<file path="config.mk">
export PLATFORM = sky130hd
export DESIGN_NAME = adc_average_to_seven_segment_top_flat
export DESIGN_NICKNAME = d
export VERILOG_FILES = /design/src/hw/rtl/aavg7s_pkg.sv /design/src/hw/rtl/aavg7s_sample_if.sv /design/src/hw/rtl/aavg7s_result_if.sv /design/src/hw/rtl/aavg7s_cfg_if.sv /design/src/hw/rtl/aavg7s_divider.sv /design/src/hw/rtl/aavg7s_bcd.sv /design/src/hw/rtl/adc_average_to_seven_segment_top.sv /design/src/flat_wrapper.sv
export SDC_FILE = /design/constraint.sdc
export NUM_CORES = 1
export LEC_CHECK = 0
export BUFFER_PORTS_ARGS = -buffer_cell sky130_fd_sc_hd__buf_2
export CORE_MARGIN = 5
export CORE_UTILIZATION = 50
export CTS_CLUSTER_DIAMETER = 60
export DETAILED_ROUTE_END_ITERATION = 8
export PLACE_DENSITY = 0.71
export SLEW_MARGIN = 5
export SYNTH_ARGS = -nofsm -noshare
export SYNTH_HDL_FRONTEND = slang
export SYNTH_SLANG_ARGS = --single-unit
export TNS_END_PERCENT = 50
</file>
<file path="constraint.sdc">
create_clock -name clk -period 6.7 [get_ports clk]
set_clock_uncertainty 0.05 [all_clocks]
set_input_delay 1.34 -clock clk [delete_from_list [all_inputs] [get_ports clk]]
set_output_delay 1.34 -clock clk [all_outputs]
set_load 0.005 [all_outputs]
</file>
<file path="src/hw/rtl/aavg7s_pkg.sv">
// ----------------------------------------------------------------------------
// aavg7s_pkg
// Shared widths, reset values and the seven-segment code table.
// ----------------------------------------------------------------------------
`default_nettype none

package aavg7s_pkg;

  localparam int SAMPLE_BITS_DEFAULT = 12;
  localparam int ADC_BITS            = 12;
  localparam int LENGTH_BITS         = 16;
  localparam int LIMIT_BITS          = LENGTH_BITS + 1;
  localparam int AVG_OUT_BITS        = 12;
  localparam int SEG_WORD_BITS       = 31;
  localparam int DIGITS              = 4;
  localparam int BCD_BITS            = 4 * DIGITS;

  localparam logic [LENGTH_BITS-1:0] AVERAGE_LENGTH_RESET = 16'd1000;

  typedef logic [7:0] seg_byte_t;

  // active high, segment a in bit 0
  function automatic seg_byte_t seg_code(input logic [3:0] digit);
    seg_byte_t code;
    case (digit)
      4'd0:    code = 8'h3F;
      4'd1:    code = 8'h06;
      4'd2:    code = 8'h5B;
      4'd3:    code = 8'h4F;
      4'd4:    code = 8'h66;
      4'd5:    code = 8'h6D;
      4'd6:    code = 8'h7D;
      4'd7:    code = 8'h07;
      4'd8:    code = 8'h7F;
      4'd9:    code = 8'h6F;
      default: code = 8'h00;
    endcase
    return code;
  endfunction

endpackage

`default_nettype wire

</file>
<file path="src/hw/rtl/aavg7s_sample_if.sv">
// ----------------------------------------------------------------------------
// aavg7s_sample_if
// Sample channel: one converter reading per word.
// ----------------------------------------------------------------------------
`default_nettype none

interface aavg7s_sample_if;
  logic                              valid;
  logic                              ready;
  logic [aavg7s_pkg::ADC_BITS-1:0]   adc_sample;

  modport source (output valid, output adc_sample, input ready);
  modport sink   (input valid, input adc_sample, output ready);
endinterface

`default_nettype wire

</file>
<file path="src/hw/rtl/aavg7s_result_if.sv">
// ----------------------------------------------------------------------------
// aavg7s_result_if
// Result channel: packed segment word and the average.
// ----------------------------------------------------------------------------
`default_nettype none

interface aavg7s_result_if;
  logic                                   valid;
  logic                                   ready;
  logic [aavg7s_pkg::SEG_WORD_BITS-1:0]   segment_word;
  logic [aavg7s_pkg::AVG_OUT_BITS-1:0]    average_value;

  modport source (output valid, output segment_word, output average_value, input ready);
  modport sink   (input valid, input segment_word, input average_value, output ready);
endinterface

`default_nettype wire

</file>
<file path="src/hw/rtl/aavg7s_cfg_if.sv">
// ----------------------------------------------------------------------------
// aavg7s_cfg_if
// Configuration write channel for the averaging length register.
// ----------------------------------------------------------------------------
`default_nettype none

interface aavg7s_cfg_if;
  logic                                 valid;
  logic                                 ready;
  logic [aavg7s_pkg::LENGTH_BITS-1:0]   average_length;

  modport source (output valid, output average_length, input ready);
  modport sink   (input valid, input average_length, output ready);
endinterface

`default_nettype wire

</file>
<file path="src/hw/rtl/aavg7s_divider.sv">
// ----------------------------------------------------------------------------
// aavg7s_divider
// Restoring serial divider, one quotient bit per cycle.
// ----------------------------------------------------------------------------
`default_nettype none

module aavg7s_divider #(
  parameter int DIVIDEND_BITS = aavg7s_pkg::SAMPLE_BITS_DEFAULT + aavg7s_pkg::LENGTH_BITS
) (
  input  wire logic                                  clk,
  input  wire logic                                  rst,
  input  wire logic                                  start,
  input  wire logic [DIVIDEND_BITS-1:0]              dividend,
  input  wire logic [aavg7s_pkg::LIMIT_BITS-1:0]     divisor,
  output logic                                       done,
  output logic [DIVIDEND_BITS-1:0]                   quotient
);

  localparam int LB    = aavg7s_pkg::LIMIT_BITS;
  localparam int CNT_W = $clog2(DIVIDEND_BITS);

  logic                      busy;
  logic [CNT_W-1:0]          cnt;
  logic [LB-1:0]             rem;
  logic [LB-1:0]             dvs;
  logic [LB:0]               shifted;
  logic [LB:0]               trial;

  always_comb begin
    shifted = {rem, quotient[DIVIDEND_BITS-1]};
    trial   = shifted - {1'b0, dvs};
  end

  always_ff @(posedge clk) begin
    if (rst) begin
      busy <= 1'b0;
      done <= 1'b0;
      cnt  <= '0;
    end else begin
      done <= 1'b0;
      if (start) begin
        busy <= 1'b1;
        cnt  <= CNT_W'(DIVIDEND_BITS - 1);
      end else if (busy) begin
        cnt <= cnt - 1'b1;
        if (cnt == '0) begin
          busy <= 1'b0;
          done <= 1'b1;
        end
      end
    end
  end

  always_ff @(posedge clk) begin
    if (start) begin
      rem      <= '0;
      dvs      <= divisor;
      quotient <= dividend;
    end else if (busy) begin
      if (!trial[LB]) begin
        rem      <= trial[LB-1:0];
        quotient <= {quotient[DIVIDEND_BITS-2:0], 1'b1};
      end else begin
        rem      <= shifted[LB-1:0];
        quotient <= {quotient[DIVIDEND_BITS-2:0], 1'b0};
      end
    end
  end

endmodule

`default_nettype wire

</file>
<file path="src/hw/rtl/aavg7s_bcd.sv">
// ----------------------------------------------------------------------------
// aavg7s_bcd
// Serial binary to four-digit BCD converter (shift and add-3).
// ----------------------------------------------------------------------------
`default_nettype none

module aavg7s_bcd #(
  parameter int VALUE_BITS = aavg7s_pkg::SAMPLE_BITS_DEFAULT
) (
  input  wire logic                                 clk,
  input  wire logic                                 rst,
  input  wire logic                                 start,
  input  wire logic [VALUE_BITS-1:0]                value,
  output logic                                      done,
  output logic [aavg7s_pkg::BCD_BITS-1:0]           bcd
);

  localparam int BB    = aavg7s_pkg::BCD_BITS;
  localparam int CNT_W = $clog2(VALUE_BITS);

  logic                  busy;
  logic [CNT_W-1:0]      cnt;
  logic [VALUE_BITS-1:0] bits;
  logic [BB-1:0]         adj;

  always_comb begin
    adj = bcd;
    for (int k = 0; k < aavg7s_pkg::DIGITS; k++) begin
      if (bcd[4*k +: 4] >= 4'd5) begin
        adj[4*k +: 4] = bcd[4*k +: 4] + 4'd3;
      end
    end
  end

  always_ff @(posedge clk) begin
    if (rst) begin
      busy <= 1'b0;
      done <= 1'b0;
      cnt  <= '0;
    end else begin
      done <= 1'b0;
      if (start) begin
        busy <= 1'b1;
        cnt  <= CNT_W'(VALUE_BITS - 1);
      end else if (busy) begin
        cnt <= cnt - 1'b1;
        if (cnt == '0) begin
          busy <= 1'b0;
          done <= 1'b1;
        end
      end
    end
  end

  always_ff @(posedge clk) begin
    if (start) begin
      bcd  <= '0;
      bits <= value;
    end else if (busy) begin
      bcd  <= {adj[BB-2:0], bits[VALUE_BITS-1]};
      bits <= bits << 1;
    end
  end

endmodule

`default_nettype wire

</file>
<file path="src/hw/rtl/adc_average_to_seven_segment_top.sv">
// ----------------------------------------------------------------------------
// adc_average_to_seven_segment_top
// Running sum of converter samples; every average_length samples (65536 if 0) the
// mean is formed and shown as four seven-segment bytes with leading zeros blanked.
// ----------------------------------------------------------------------------
//  channel  dir  payload                        word accepted when
//  cfg      in   average_length[15:0]           cfg.valid & cfg.ready
//  sample   in   adc_sample[11:0]               sample.valid & sample.ready
//  result   out  segment_word[30:0],            result.valid & result.ready
//                average_value[11:0]
//
//  A sample that does not close an average is taken in the idle state.
//  A closing sample runs the divider (S_DIV), then the BCD converter (S_BCD), then
//  waits in S_OUT to load the result register; sample.ready is low meanwhile.
//  The result register holds a word until taken; a new average waits for it.
//  Synchronous reset: length 1000, sum and count cleared, no result pending.
//  cfg.ready is always high.
// ----------------------------------------------------------------------------
`default_nettype none

module adc_average_to_seven_segment_top #(
  parameter int SAMPLE_BITS = aavg7s_pkg::SAMPLE_BITS_DEFAULT
) (
  input  wire logic          clk,
  input  wire logic          rst,
  aavg7s_cfg_if.sink         cfg,
  aavg7s_sample_if.sink      sample,
  aavg7s_result_if.source    result
);

  localparam int LEN_B = aavg7s_pkg::LENGTH_BITS;
  localparam int LIM_B = aavg7s_pkg::LIMIT_BITS;
  localparam int SUM_B = SAMPLE_BITS + LEN_B;

  localparam logic [1:0] S_IDLE = 2'd0;
  localparam logic [1:0] S_DIV  = 2'd1;
  localparam logic [1:0] S_BCD  = 2'd2;
  localparam logic [1:0] S_OUT  = 2'd3;

  logic [1:0]              state;
  logic [1:0]              state_next;
  logic [LEN_B-1:0]        average_length;
  logic [SUM_B-1:0]        sample_sum;
  logic [LEN_B-1:0]        sample_count;
  logic [SAMPLE_BITS-1:0]  avg;

  logic [SUM_B-1:0]        sum_next;
  logic [LIM_B-1:0]        count_inc;
  logic [LIM_B-1:0]        limit;
  logic                    accept;
  logic                    closing;
  logic                    div_done;
  logic [SUM_B-1:0]        quotient;
  logic [SAMPLE_BITS-1:0]  avg_sat;
  logic                    bcd_done;
  logic [aavg7s_pkg::BCD_BITS-1:0] bcd;
  logic                    load;
  logic [31:0]             word;
  logic                    show3;
  logic                    show2;
  logic                    show1;

  assign cfg.ready    = 1'b1;
  assign sample.ready = (state == S_IDLE);
  assign accept       = sample.valid && sample.ready;

  always_comb begin
    sum_next  = sample_sum + SUM_B'(SAMPLE_BITS'(sample.adc_sample));
    count_inc = {1'b0, sample_count} + LIM_B'(1);
    limit     = (average_length == '0) ? {1'b1, {LEN_B{1'b0}}} : {1'b0, average_length};
    closing   = (count_inc >= limit);
    avg_sat   = (quotient > SUM_B'({SAMPLE_BITS{1'b1}})) ? {SAMPLE_BITS{1'b1}}
                                                         : quotient[SAMPLE_BITS-1:0];
    load      = (state == S_OUT) && (!result.valid || result.ready);
  end

  always_comb begin
    state_next = state;
    case (state)
      S_IDLE: if (accept && closing) state_next = S_DIV;
      S_DIV:  if (div_done) state_next = S_BCD;
      S_BCD:  if (bcd_done) state_next = S_OUT;
      S_OUT:  if (load) state_next = S_IDLE;
      default: state_next = S_IDLE;
    endcase
  end

  aavg7s_divider #(.DIVIDEND_BITS(SUM_B)) u_div (
    .clk      (clk),
    .rst      (rst),
    .start    (accept && closing),
    .dividend (sum_next),
    .divisor  (limit),
    .done     (div_done),
    .quotient (quotient)
  );

  aavg7s_bcd #(.VALUE_BITS(SAMPLE_BITS)) u_bcd (
    .clk   (clk),
    .rst   (rst),
    .start ((state == S_DIV) && div_done),
    .value (avg_sat),
    .done  (bcd_done),
    .bcd   (bcd)
  );

  always_comb begin
    show3 = (bcd[15:12] != 4'd0);
    show2 = show3 || (bcd[11:8] != 4'd0);
    show1 = show2 || (bcd[7:4] != 4'd0);
    word  = {show3 ? aavg7s_pkg::seg_code(bcd[15:12]) : 8'h00,
             show2 ? aavg7s_pkg::seg_code(bcd[11:8])  : 8'h00,
             show1 ? aavg7s_pkg::seg_code(bcd[7:4])   : 8'h00,
             aavg7s_pkg::seg_code(bcd[3:0])};
  end

  always_ff @(posedge clk) begin
    if (rst) begin
      state          <= S_IDLE;
      average_length <= aavg7s_pkg::AVERAGE_LENGTH_RESET;
      sample_sum     <= '0;
      sample_count   <= '0;
      result.valid   <= 1'b0;
    end else begin
      state <= state_next;
      if (cfg.valid) begin
        average_length <= cfg.average_length;
      end
      if (accept) begin
        if (closing) begin
          sample_sum   <= '0;
          sample_count <= '0;
        end else begin
          sample_sum   <= sum_next;
          sample_count <= count_inc[LEN_B-1:0];
        end
      end
      if (load) begin
        result.valid <= 1'b1;
      end else if (result.ready) begin
        result.valid <= 1'b0;
      end
    end
  end

  always_ff @(posedge clk) begin
    if ((state == S_DIV) && div_done) begin
      avg <= avg_sat;
    end
    if (load) begin
      result.segment_word  <= word[aavg7s_pkg::SEG_WORD_BITS-1:0];
      result.average_value <= aavg7s_pkg::AVG_OUT_BITS'(avg);
    end
  end

endmodule

`default_nettype wire

</file>
<file path="src/flat_wrapper.sv">
// flat-port wrapper written by rule: the top's interface ports become plain ports
module adc_average_to_seven_segment_top_flat 
#(
  parameter int SAMPLE_BITS = aavg7s_pkg::SAMPLE_BITS_DEFAULT
)
  (clk, rst, cfg_valid, cfg_average_length, cfg_ready, sample_valid, sample_adc_sample, sample_ready, result_valid, result_segment_word, result_average_value, result_ready);
  aavg7s_cfg_if cfg_i ();
  aavg7s_sample_if sample_i ();
  aavg7s_result_if result_i ();
  input  wire logic clk;
  input  wire logic rst;
  input wire logic [$bits(cfg_i.valid)-1:0] cfg_valid;
  input wire logic [$bits(cfg_i.average_length)-1:0] cfg_average_length;
  output wire logic [$bits(cfg_i.ready)-1:0] cfg_ready;
  input wire logic [$bits(sample_i.valid)-1:0] sample_valid;
  input wire logic [$bits(sample_i.adc_sample)-1:0] sample_adc_sample;
  output wire logic [$bits(sample_i.ready)-1:0] sample_ready;
  output wire logic [$bits(result_i.valid)-1:0] result_valid;
  output wire logic [$bits(result_i.segment_word)-1:0] result_segment_word;
  output wire logic [$bits(result_i.average_value)-1:0] result_average_value;
  input wire logic [$bits(result_i.ready)-1:0] result_ready;
  assign cfg_i.valid = cfg_valid;
  assign cfg_i.average_length = cfg_average_length;
  assign cfg_ready = cfg_i.ready;
  assign sample_i.valid = sample_valid;
  assign sample_i.adc_sample = sample_adc_sample;
  assign sample_ready = sample_i.ready;
  assign result_valid = result_i.valid;
  assign result_segment_word = result_i.segment_word;
  assign result_average_value = result_i.average_value;
  assign result_i.ready = result_ready;
  adc_average_to_seven_segment_top #(.SAMPLE_BITS(SAMPLE_BITS)) u_core (.clk(clk), .rst(rst), .cfg(cfg_i), .sample(sample_i), .result(result_i));
endmodule
</file>
==> results.ini, run 1 <==
[critical_path]
path_max_fanout = 77
r2r_slack_ns = 1.78
worst_ep_arrival_time_ns = 5.23
cp-end-kind = register
cp.required_ns = 7.01
cp-start-kind = register
crit_type = reg2reg

[timing]
slew_headroom_pct = 28.0
rsz0062_at_grt = no
final-hold-violation-count = 0
period_minus_slack_ns = 4.92
setup_tns_ns = 0
timing.final.crit_share_pct = 73.4
maxSlewViolCount = 0
max_clock_freq_ghz = 0.203
setup_violations = 0
tightest_slew_ns = 1.08

[yosys]
yosys_warnings = 0
synth_top_area_share_pct = 27.9
async_flop_share_pct = 0
synthCells = 1242
ys_ff_latch = 218
netlist_top_cells_area = edfxtp_1, dfxtp_1, ha_1, a21oi_1, o21ai_0
yosysSeqAreaShare_pct = 46.4
ys_types = 68
synth_edf_count = 109
yosysTopAreaCell = edfxtp_1
syn_avg_cell_area_um2 = 9.46
synthesis.area_um2 = 11800
synth_flop_cell = edfxtp_1

[global_route]
antenna_found_initial = 0
grt_overflow = 0
grt_pass1_vias = 8150
grt_pass1_wl_um = 39900
track_usage_pct = 17.8
grt_max_degree = 78

[final_layout]
fin_nets = 1389
post-route-util_pct = 55.7
diodes = 0
synthToLayoutAreaGrowth_pct = 10.6
fin_area_um2 = 13000
final_layout_size_suffix_gt1_share_pct = 12.0

[routing]
dr.pass1.iters = 5
ant_nets = 0
viasPerCell = 5.48
routed_wl_um = 24100
routedWlPerCell_um = 14.9
drc = 0
drt-initial-drc-count = 580
vias = 8833

[place]
io_buffers = 74
place_hpwl_um = 16900
gp_congestion = 0.886
placed_cell_area_um2 = 12300

[clocking]
insertion_delay_ns = 0.50
clockBufferDepth = 3
numCtsBuffers = 23
htree_levels = 1
cts_resized = 0
cts_tree = built
cts-root-buf = clkbuf_16
clk_pin_slew_ns = 0.06
hold_buffers = 0
post_cts_buffers = 0
cts.sinks = 218

[pwr]
finalPower_w = 0.00306
powerDensity_nw_per_um2 = 235
leakage_nw = 5.18
vdd_ir_drop_max_mv = 0.219

[hold_path]
min_path_type = reg2reg

[floorplan]
pin_count = 79
die_h_um = 163
start_util_pct = 50.4
core_area_um2 = 23300
dieArea_um2 = 26700
dieWidth_um = 163
num_rows = 56

[job]
max_cap_viol_count = 0

[status]
status = completed

-- flip-flops by register name, indices dropped and copies added (netlist names) --
signal                       cells
u_core.sample_sum               28
u_core.u_bcd.bcd                16
u_core.u_bcd.done                1
u_core.u_div.done                1
u_core.result.average_value     12
u_core.u_bcd.busy                1
u_core.average_length           16
u_core.u_div.quotient           28
u_core.u_div.cnt                 5
u_core.sample_count             16
u_core.u_div.dvs                17
u_core.u_bcd.cnt                 4
u_core.avg                      12
u_core.state                     2
u_core.result.valid              1
u_core.u_div.busy                1
u_core.u_bcd.bits               12
u_core.u_div.rem                17
u_core.result.segment_word      28
-- metal layers --
layer / wire length (um) / vias to the layer above / GRT usage (%)
met2: 11100 / 194 / 28.7
li1: - / 4475 / -
met1: 11300 / 4135 / 24.9
met3: 1260 / 29 / 3.48
met4: 391 / 0 / 3.96
met5: 0 / - / 0
-- cell usage after synthesis, types with 6 or more instances --
| library cell | number |
|---|---|
| nand2_1 | 119 |
| dfxtp_1 | 109 |
| edfxtp_1 | 109 |
| a21oi_1 | 108 |
| o21ai_0 | 106 |
| nor2_1 | 88 |
| ha_1 | 79 |
| inv_1 | 65 |
| clkbuf_1 | 59 |
| xnor2_1 | 42 |
| nand3_1 | 37 |
| mux2i_1 | 30 |
| xor2_1 | 26 |
| nor3_1 | 24 |
| or3_1 | 16 |
| a31oi_1 | 15 |
| nor2b_1 | 12 |
| or2_2 | 12 |
| mux2_2 | 11 |
| nand2b_1 | 11 |
| nand3b_1 | 11 |
| nand4_1 | 11 |
| o211ai_1 | 11 |
| a21o_1 | 10 |
| and3_1 | 10 |
| nor4_1 | 10 |
| buf_1 | 9 |
| a211oi_1 | 7 |
| and2_1 | 7 |
| o21a_1 | 7 |
| buf_4 | 6 |
-- cell families (layout without fill, tap and decap cells) --
| group | count (synthesis) | in the layout | synth area share [%] |
|---|---|---|---|
| simple gates | 383 | 383 | 15.9 |
| xor+xnor | 69 | 69 | 5.21 |
| flops | 218 | 218 | 46.4 |
| buf+inv | 145 | 193 | 4.87 |
| compound gates | 303 | 303 | 15.1 |
| fa+ha+maj | 81 | 81 | 8.75 |
| mux | 41 | 41 | 3.61 |
| other cells | 2 | 4 | 0.0639 |
-- cells in the final DEF (no fill, tap or decap), types with 10 or more instances in the layout --
cell type,n
nand2_1,118
dfxtp_1,109
edfxtp_1,109
a21oi_1,108
o21ai_0,106
nor2_1,88
ha_1,79
buf_2,74
inv_1,65
xnor2_1,42
nand3_1,37
mux2i_1,30
xor2_1,26
nor3_1,24
clkbuf_16,23
or3_1,16
a31oi_1,15
or2_2,12
nand2b_1,11
nor2b_1,11
nand4_1,11
o211ai_1,11
mux2_2,11
nand3b_1,11
a21o_1,10
and3_1,10
nor4_1,10
buf_4,10
-- critical path: stages, from the launching register on --
cell and delay [ns]:
dfxtp_1 0.40, and3_1 0.22, and3_1 0.21, nand3_1 0.24, nor2_1 0.20, xor2_1 0.20, ha_1 0.28, a21o_1 0.19
a21o_1 0.17, a21oi_1 0.14, nor2_1 0.09, a211o_1 0.65, nand2_2 0.19, buf_4 0.54, inv_1 0.55, buf_4 0.30
nor2_1 0.09, nor2_1 0.04
-- report_power, final --
group          internal, W  switching (W)
Clock             0.000673       0.000510
Sequential         0.00143      0.0000392
Combinational     0.000153       0.000250
-- final timing paths --
path                                         endpoint                           startpoint  cells past startpoint
max                      u_core.u_div.busy$_SDFF_PP0_  u_core.sample_count[2]$_SDFFE_PP0P_                     17
min          u_core.result.average_value[5]$_DFFE_PP_              u_core.avg[5]$_DFFE_PP_                      0
max reg2reg              u_core.u_div.busy$_SDFF_PP0_  u_core.sample_count[2]$_SDFFE_PP0P_                     17
min reg2reg  u_core.result.average_value[5]$_DFFE_PP_              u_core.avg[5]$_DFFE_PP_                      0
-- per-stage QoR --
step / hold WS (ns) / setup slack (ns) / instances
final: 0.367 / 1.78 / 1611
after detailed placement: 0.355 / 1.76 / 1569
after global routing: 0.378 / 1.25 / 1611
after floorplan: 0.350 / 3.01 / 1244
after global placement: 0.351 / 1.85 / 1569
after CTS: 0.369 / 1.77 / 1611
-- cell type report --
cell class | instances | area, um^2
inverters | 67 | 251
clock inverters | 15 | 111
clock buffers | 27 | 591
multi-input cells | 881 | 5740
fillers | 2030 | 10300
flip-flops and latches | 218 | 5460
well taps | 319 | 399
repair buffers | 84 | 445
Note: power is estimated with default switching activity, not from simulation.
==> run 2, diff against run 1 <==
Clock period 6.7 ns to 4.9 ns, I/O delays scaled along.
==> run 2 against run 1 <==
- clock power is 80% higher
- register-to-register slack worse by 0.89 ns
- sequential share of layout area is 0.85 points lower
- setup slack worse by 0.89 ns
- hold slack better by 0.0030 ns
- largest cell class unchanged
- sequential power is 37% higher
- first-iteration DRC count is 11% lower
- utilization is 1.2 points higher
- die area stayed put
- fmax is 23% higher
- critical path type unchanged
==> results.ini, run 2 (same netlist as run 1, synthesis figures left out) <==
[status]
status = completed  ; unchanged

[critical_path]
critPathMaxStageDelay_ns = 0.55  ; was 0.65 ns
path_max_fanout = 76  ; was 77
worstPathCellList = and3_1 > and3_1 > nand3_1 > nor2_1 > xor2_1 > ha_1 > a21oi_1 > nor2b_1 > o21ai_0 > nand2_1 > a211o_1 > nand2_2 > buf_4 > nand2b_1 > buf_4  ; was and3_1 > and3_1 > nand3_1 > nor2_1 > xor2_1 > ha_1 > a21o_1 > a21o_1 > a21oi_1 > nor2_1 > a211o_1 > nand2_2 > buf_4 > inv_1 > buf_4 > nor2_1 > nor2_1
crit_type = reg2reg  ; unchanged
cp-start-kind = register  ; unchanged
slowest_stage = buf_4  ; was a211o_1
cp.required_ns = 5.09  ; was 7.01 ns
cp-end-kind = register  ; unchanged
r2r_cells = 15  ; was 17
worst_ep_arrival_time_ns = 4.20  ; was 5.23 ns

[routing]
met2_length_um = 11300  ; was 11100 um
routed_wl_um = 24400  ; was 24100 um
drt-initial-drc-count = 517  ; was 580
top_layer = met4  ; unchanged
ant_nets = 0  ; unchanged
routedWlPerCell_um = 15.1  ; was 14.9 um
vias = 8864  ; was 8833
drc = 0  ; unchanged
dr_wl_met3_um = 1370  ; was 1260 um
dr.pass1.iters = 5  ; unchanged
viasPerCell = 5.48  ; about the same
wl_met1_um = 11400  ; was 11300 um

[clocking]
hold_buffers = 0  ; unchanged
cts-root-buf = clkbuf_16  ; unchanged
cts.sinks = 218  ; unchanged
insertion_delay_ns = 0.52  ; was 0.50 ns
post_cts_buffers = 0  ; unchanged
cts_resized = 0  ; unchanged
cts_tree = built  ; unchanged
clk_pin_slew_ns = 0.06  ; about the same
clockBufferDepth = 3  ; unchanged
htree_levels = 1  ; unchanged
numCtsBuffers = 27  ; was 23

[global_route]
antenna_found_initial = 0  ; unchanged
grt_pass1_wl_um = 40700  ; was 39900 um
grt_pass1_vias = 8311  ; was 8150
track_usage_pct = 18.1  ; was 17.8%
grt_max_degree = 77  ; was 78
grt_overflow = 0  ; unchanged

[final_layout]
largest_registers = u_core.result.segment_word (28), u_core.sample_sum (28), u_core.u_div.quotient (28)  ; unchanged
post-route-util_pct = 56.8  ; was 55.7%
n_fill_cell = 2023  ; was 2030
fin_area_um2 = 13300  ; was 13000 um^2
final_common_cell = nand2_1  ; unchanged
fin_nets = 1393  ; was 1389
final_layout_size_suffix_gt1_share_pct = 12.8  ; was 12.0%
diodes = 0  ; unchanged
final_cell_mix = nand2_1, dfxtp_1, edfxtp_1  ; unchanged
synthToLayoutAreaGrowth_pct = 12.9  ; was 10.6%

[place]
gp_congestion = 0.867  ; was 0.886
placed_cell_area_um2 = 12300  ; unchanged
io_buffers = 74  ; unchanged
dpl_worst_slack_ns = 0.959  ; was 1.76 ns
place_hpwl_um = 16600  ; was 16900 um

[job]
max_cap_viol_count = 0  ; unchanged

[timing]
fin_ws_ns = 0.890  ; was 1.78 ns
tightest_slew_ns = 1.07  ; was 1.08 ns
final-hold-violation-count = 0  ; unchanged
timing.final.crit_share_pct = 81.8  ; was 73.4%
period_minus_slack_ns = 4.01  ; was 4.92 ns
rsz0062_at_grt = no  ; unchanged
maxSlewViolCount = 0  ; unchanged
slew_headroom_pct = 28.6  ; was 28.0%
max_clock_freq_ghz = 0.249  ; was 0.203 GHz
setup_violations = 0  ; unchanged
setup_tns_ns = 0  ; unchanged

[floorplan]
start_util_pct = 50.4  ; unchanged
dieWidth_um = 163  ; unchanged
num_rows = 56  ; unchanged
die_h_um = 163  ; unchanged
pin_count = 79  ; unchanged
dieArea_um2 = 26700  ; unchanged
core_area_um2 = 23300  ; unchanged

[pwr]
vdd_ir_drop_max_mv = 0.300  ; was 0.219 mV
leakage_nw = 5.32  ; was 5.18 nW
powerDensity_nw_per_um2 = 354  ; was 235 nW/um^2

[hold_path]
holdPathStages = 0  ; unchanged
min_path_type = reg2reg  ; unchanged

[run 2: cell types whose count changed in the layout (fill, tap and decap cells not counted)]
cell	delta
clkinvlp_4	-1
clkbuf_16	+5
clkbuf_1	-1
bufinv_16	+4
clkinvlp_2	+1
inv_8	+2
clkinv_2	-1
clkbuf_8	+3
clkinv_4	-2
clkinv_1	-3
[run 2: final timing paths]
path	slack [ns]	endpoint	from
worst min register to register	0.37	u_core.result.average_value[1]$_DFFE_PP_	u_core.avg[1]$_DFFE_PP_
worst min-delay path	0.37	u_core.result.average_value[1]$_DFFE_PP_	u_core.avg[1]$_DFFE_PP_
worst max register to register	0.89	u_core.u_div.quotient[19]$_DFFE_PP_	u_core.sample_count[2]$_SDFFE_PP0P_
worst max-delay path	0.89	u_core.u_div.quotient[19]$_DFFE_PP_	u_core.sample_count[2]$_SDFFE_PP0P_
[run 2: layout make-up]
cell class / instances / area, um^2 / share of cell area, %
Timing Repair Buffer: 84 / 445 / 3.36
Inverter: 67 / 251 / 1.90
Clock inverter: 15 / 218 / 1.64
Multi-Input combinational cell: 881 / 5740 / 43.3
Clock buffer: 34 / 753 / 5.68
Tap cell: 319 / 399 / 3.01
Sequential cell: 218 / 5460 / 41.1
[run 2: worst max-delay path: cells and delay by family, from the launching register on]
kind	cells	cell delay, ns
simple gates	8	1.36
fa+ha+maj	1	0.26
buf+inv	2	0.82
xor+xnor	1	0.19
compound gates	3	0.61
flops	1	0.41
[run 2: per-layer routing]
layer / vias up / track usage (%)
met5: - / 0
met4: 0 / 4.31
met3: 34 / 3.00
met2: 221 / 29.8
met1: 4131 / 25.3
li1: 4478 / -
[run 2: per-stage QoR]
| stage | std cells | power, W | hold slack, ns |
|---|---|---|---|
| CTS | 1618 | 0.00473 | 0.371 |
| global route | 1618 | 0.00489 | 0.383 |
| floorplan | 1244 | 0.00244 | 0.350 |
| detailed placement | 1569 | 0.00260 | 0.355 |
| finish | 1618 | 0.00469 | 0.370 |
| global placement | 1569 | 0.00259 | 0.353 |
[run 2: report_power, final]
group	internal (W)	leakage (nW)	switching (W)	total [W]
clock	0.00136	0.475	0.000765	0.00212
sequential	0.00196	1.88	0.0000552	0.00202
combinational	0.000209	2.97	0.000345	0.000554
total	0.00353	5.32	0.00117	0.00469
==> run 3, diff against run 2 <==
Settings changed: PLACE_DENSITY 0.71 to 0.74.
Clock period 4.9 ns to 3.3 ns, I/O delays scaled along.
==> run 3 against run 2 <==
- the run now ends with negative setup slack left
- non-clock buffer count up 59
- clock-buffer cell count down 6
- sequential power up 48%
- setup slack worse by 0.96 ns
- clock power up 35%
- fmax up 19%
- wire length up 7.8%
- register-to-register slack worse by 0.96 ns
- critical path depth up 1
- final area up 6.4%
- final cell count up 3.4%
- via count up 5.3%
==> results.ini, run 3 (same netlist as run 1, synthesis figures left out) <==
[status]
status = finished, violations left  ; was completed
failed_checks = negative setup slack

[timing]
period_minus_slack_ns = 3.37  ; was 4.01 ns
final-hold-violation-count = 0  ; unchanged
setup_violations = 14  ; was 0
fin_ws_ns = -0.0679  ; was 0.890 ns
tightest_slew_ns = 1.08  ; was 1.07 ns
maxSlewViolCount = 0  ; unchanged
rsz0062_at_grt = yes  ; was no
max_clock_freq_ghz = 0.297  ; was 0.249 GHz
slew_headroom_pct = 27.8  ; was 28.6%
timing.final.crit_share_pct = 102  ; was 81.8%

[floorplan]
dieArea_um2 = 26700  ; unchanged
die_h_um = 163  ; unchanged
dieWidth_um = 163  ; unchanged
pin_count = 79  ; unchanged
num_rows = 56  ; unchanged
start_util_pct = 50.4  ; unchanged
core_area_um2 = 23300  ; unchanged

[final_layout]
final_cell_mix = edfxtp_1, nand2_1, a21oi_1, dfxtp_1, nor2_1  ; was nand2_1, dfxtp_1, edfxtp_1
largest_registers = u_core.result.segment_word (28), u_core.sample_sum (28), u_core.u_div.quotient (28)  ; unchanged
fin_nets = 1450  ; was 1393
final_layout_size_suffix_gt1_share_pct = 19.5  ; was 12.8%
synthToLayoutAreaGrowth_pct = 20.1  ; was 12.9%
final_common_cell = edfxtp_1  ; was nand2_1
n_fill_cell = 1868  ; was 2023
diodes = 0  ; unchanged
post-route-util_pct = 60.5  ; was 56.8%

[job]
max_cap_viol_count = 0  ; unchanged

[global_route]
grt_pass1_vias = 8500  ; was 8311
grt_max_degree = 44  ; was 77
antenna_found_initial = 0  ; unchanged
grt_overflow = 0  ; unchanged
grt_pass1_wl_um = 40700  ; about the same
track_usage_pct = 18.1  ; about the same

[critical_path]
cp-end-kind = register  ; unchanged
cp.required_ns = 3.68  ; was 5.09 ns
path_max_fanout = 8  ; was 76
worstReg2RegStart = u_core.sample_count[4]$_SDFFE_PP0P_  ; was u_core.sample_count[2]$_SDFFE_PP0P_
crit_type = reg2reg  ; unchanged
cp-start-kind = register  ; unchanged
crit_start = u_core.sample_count[4]$_SDFFE_PP0P_  ; was u_core.sample_count[2]$_SDFFE_PP0P_
worst_ep_arrival_time_ns = 3.75  ; was 4.20 ns

[clocking]
cts_tree = built  ; unchanged
cts.sinks = 218  ; unchanged
clk_pin_slew_ns = 0.06  ; about the same
insertion_delay_ns = 0.51  ; was 0.52 ns
clockBufferDepth = 3  ; unchanged
numCtsBuffers = 25  ; was 27
cts-root-buf = clkbuf_16  ; unchanged
htree_levels = 1  ; unchanged

[hold_path]
hp-start = cfg_average_length[5]  ; was u_core.avg[1]$_DFFE_PP_
min_path_type = in2reg  ; was reg2reg

[routing]
ant_nets = 0  ; unchanged
routedWlPerCell_um = 15.7  ; was 15.1 um
drc = 0  ; unchanged
dr.pass1.iters = 6  ; was 5
viasPerCell = 5.58  ; was 5.48
routed_wl_um = 26300  ; was 24400 um
drt-initial-drc-count = 605  ; was 517
vias = 9334  ; was 8864

[pwr]
vdd_ir_drop_max_mv = 0.453  ; was 0.300 mV
leakage_nw = 5.70  ; was 5.32 nW
powerDensity_nw_per_um2 = 480  ; was 354 nW/um^2
finalPower_w = 0.00677  ; was 0.00469 W

[place]
gp_congestion = 0.883  ; was 0.867
place_hpwl_um = 17500  ; was 16600 um
io_buffers = 74  ; unchanged

-- run 3: changes by cell type in the layout (fill, tap and decap cells not counted), sizes merged --
cell | previous run | this run
buf | 84 | 136
clkinv | 7 | 10
clkbuf | 34 | 35
inv | 68 | 67
-- run 3: repair_timing --
item / CTS / global route
pin swaps: 1 / 19
resized for setup: 9 / 98
cloned: 0 / 8
hold buffers: 0 / 0
buffers inserted: 0 / 9
setup endpoints to repair: 47 / 139
-- run 3: power breakdown --
part | leakage [nW] | internal (W) | switching (W)
clock network | 0.413 | 0.00178 | 0.00108
registers | 1.88 | 0.00291 | 0.0000728
logic | 3.41 | 0.000368 | 0.000559
-- run 3: metal layers --
layer  wire length, um  GRT usage [%]  share of wire, %
met1             11600           24.4                44
met2             12900           30.9                49
met3              1430           2.50               5.4
met4               485           4.61               1.8
met5                 0              0                 0
-- run 3: worst max-delay path, cell delays in order, from the launching register on --
cell,delay [ns]
dfxtp_2,0.32
and3_4,0.19
and3_4,0.20
and4_4,0.25
nand4_1,0.16
xnor2_2,0.23
ha_1,0.27
nand4_1,0.13
nor2_1,0.07
a31oi_1,0.17
nand2_1,0.11
a211o_4,0.37
nand2_8,0.15
buf_4,0.15
clkbuf_16,0.14
o21ai_0,0.11
a21oi_1,0.20
-- run 3: through the flow --
step / std cells / area [um^2] / TNS [ns] / worst slack, ns / hold slack (ns)
finish: 1673 / 14100 / -0.111 / -0.0679 / 0.318
global route: 1673 / 14100 / -15.51 / -0.237 / 0.306
CTS: 1656 / 13600 / 0 / 0.00158 / 0.303
detailed placement: 1611 / 12700 / -1.80 / -0.175 / 0.356
global placement: 1611 / 12700 / -0.221 / -0.0953 / 0.352
floorplan: 1244 / 11800 / 0 / 0.00237 / 0.350
-- run 3: layout make-up --
cell class / instances / area [um^2] / share of cell area [%]
multi-input combinational: 881 / 5970 / 42.3
sequential: 218 / 5460 / 38.7
timing repair buffer: 143 / 1160 / 8.26
clock buffer: 28 / 637 / 4.51
tap: 319 / 399 / 2.83
inverter: 67 / 259 / 1.84
clock inverter: 17 / 219 / 1.55
-- run 3: final timing paths --
kind                                                                  to  slack (ns)  depth (start not counted)
worst max-delay path                   u_core.u_div.rem[10]$_SDFFE_PP0P_       -0.07                         16
worst min-delay path               u_core.average_length[5]$_SDFFE_PP1P_        0.32                          3
worst max register to register         u_core.u_div.rem[10]$_SDFFE_PP0P_       -0.07                         16
worst min register to register  u_core.result.average_value[7]$_DFFE_PP_        0.37                          0
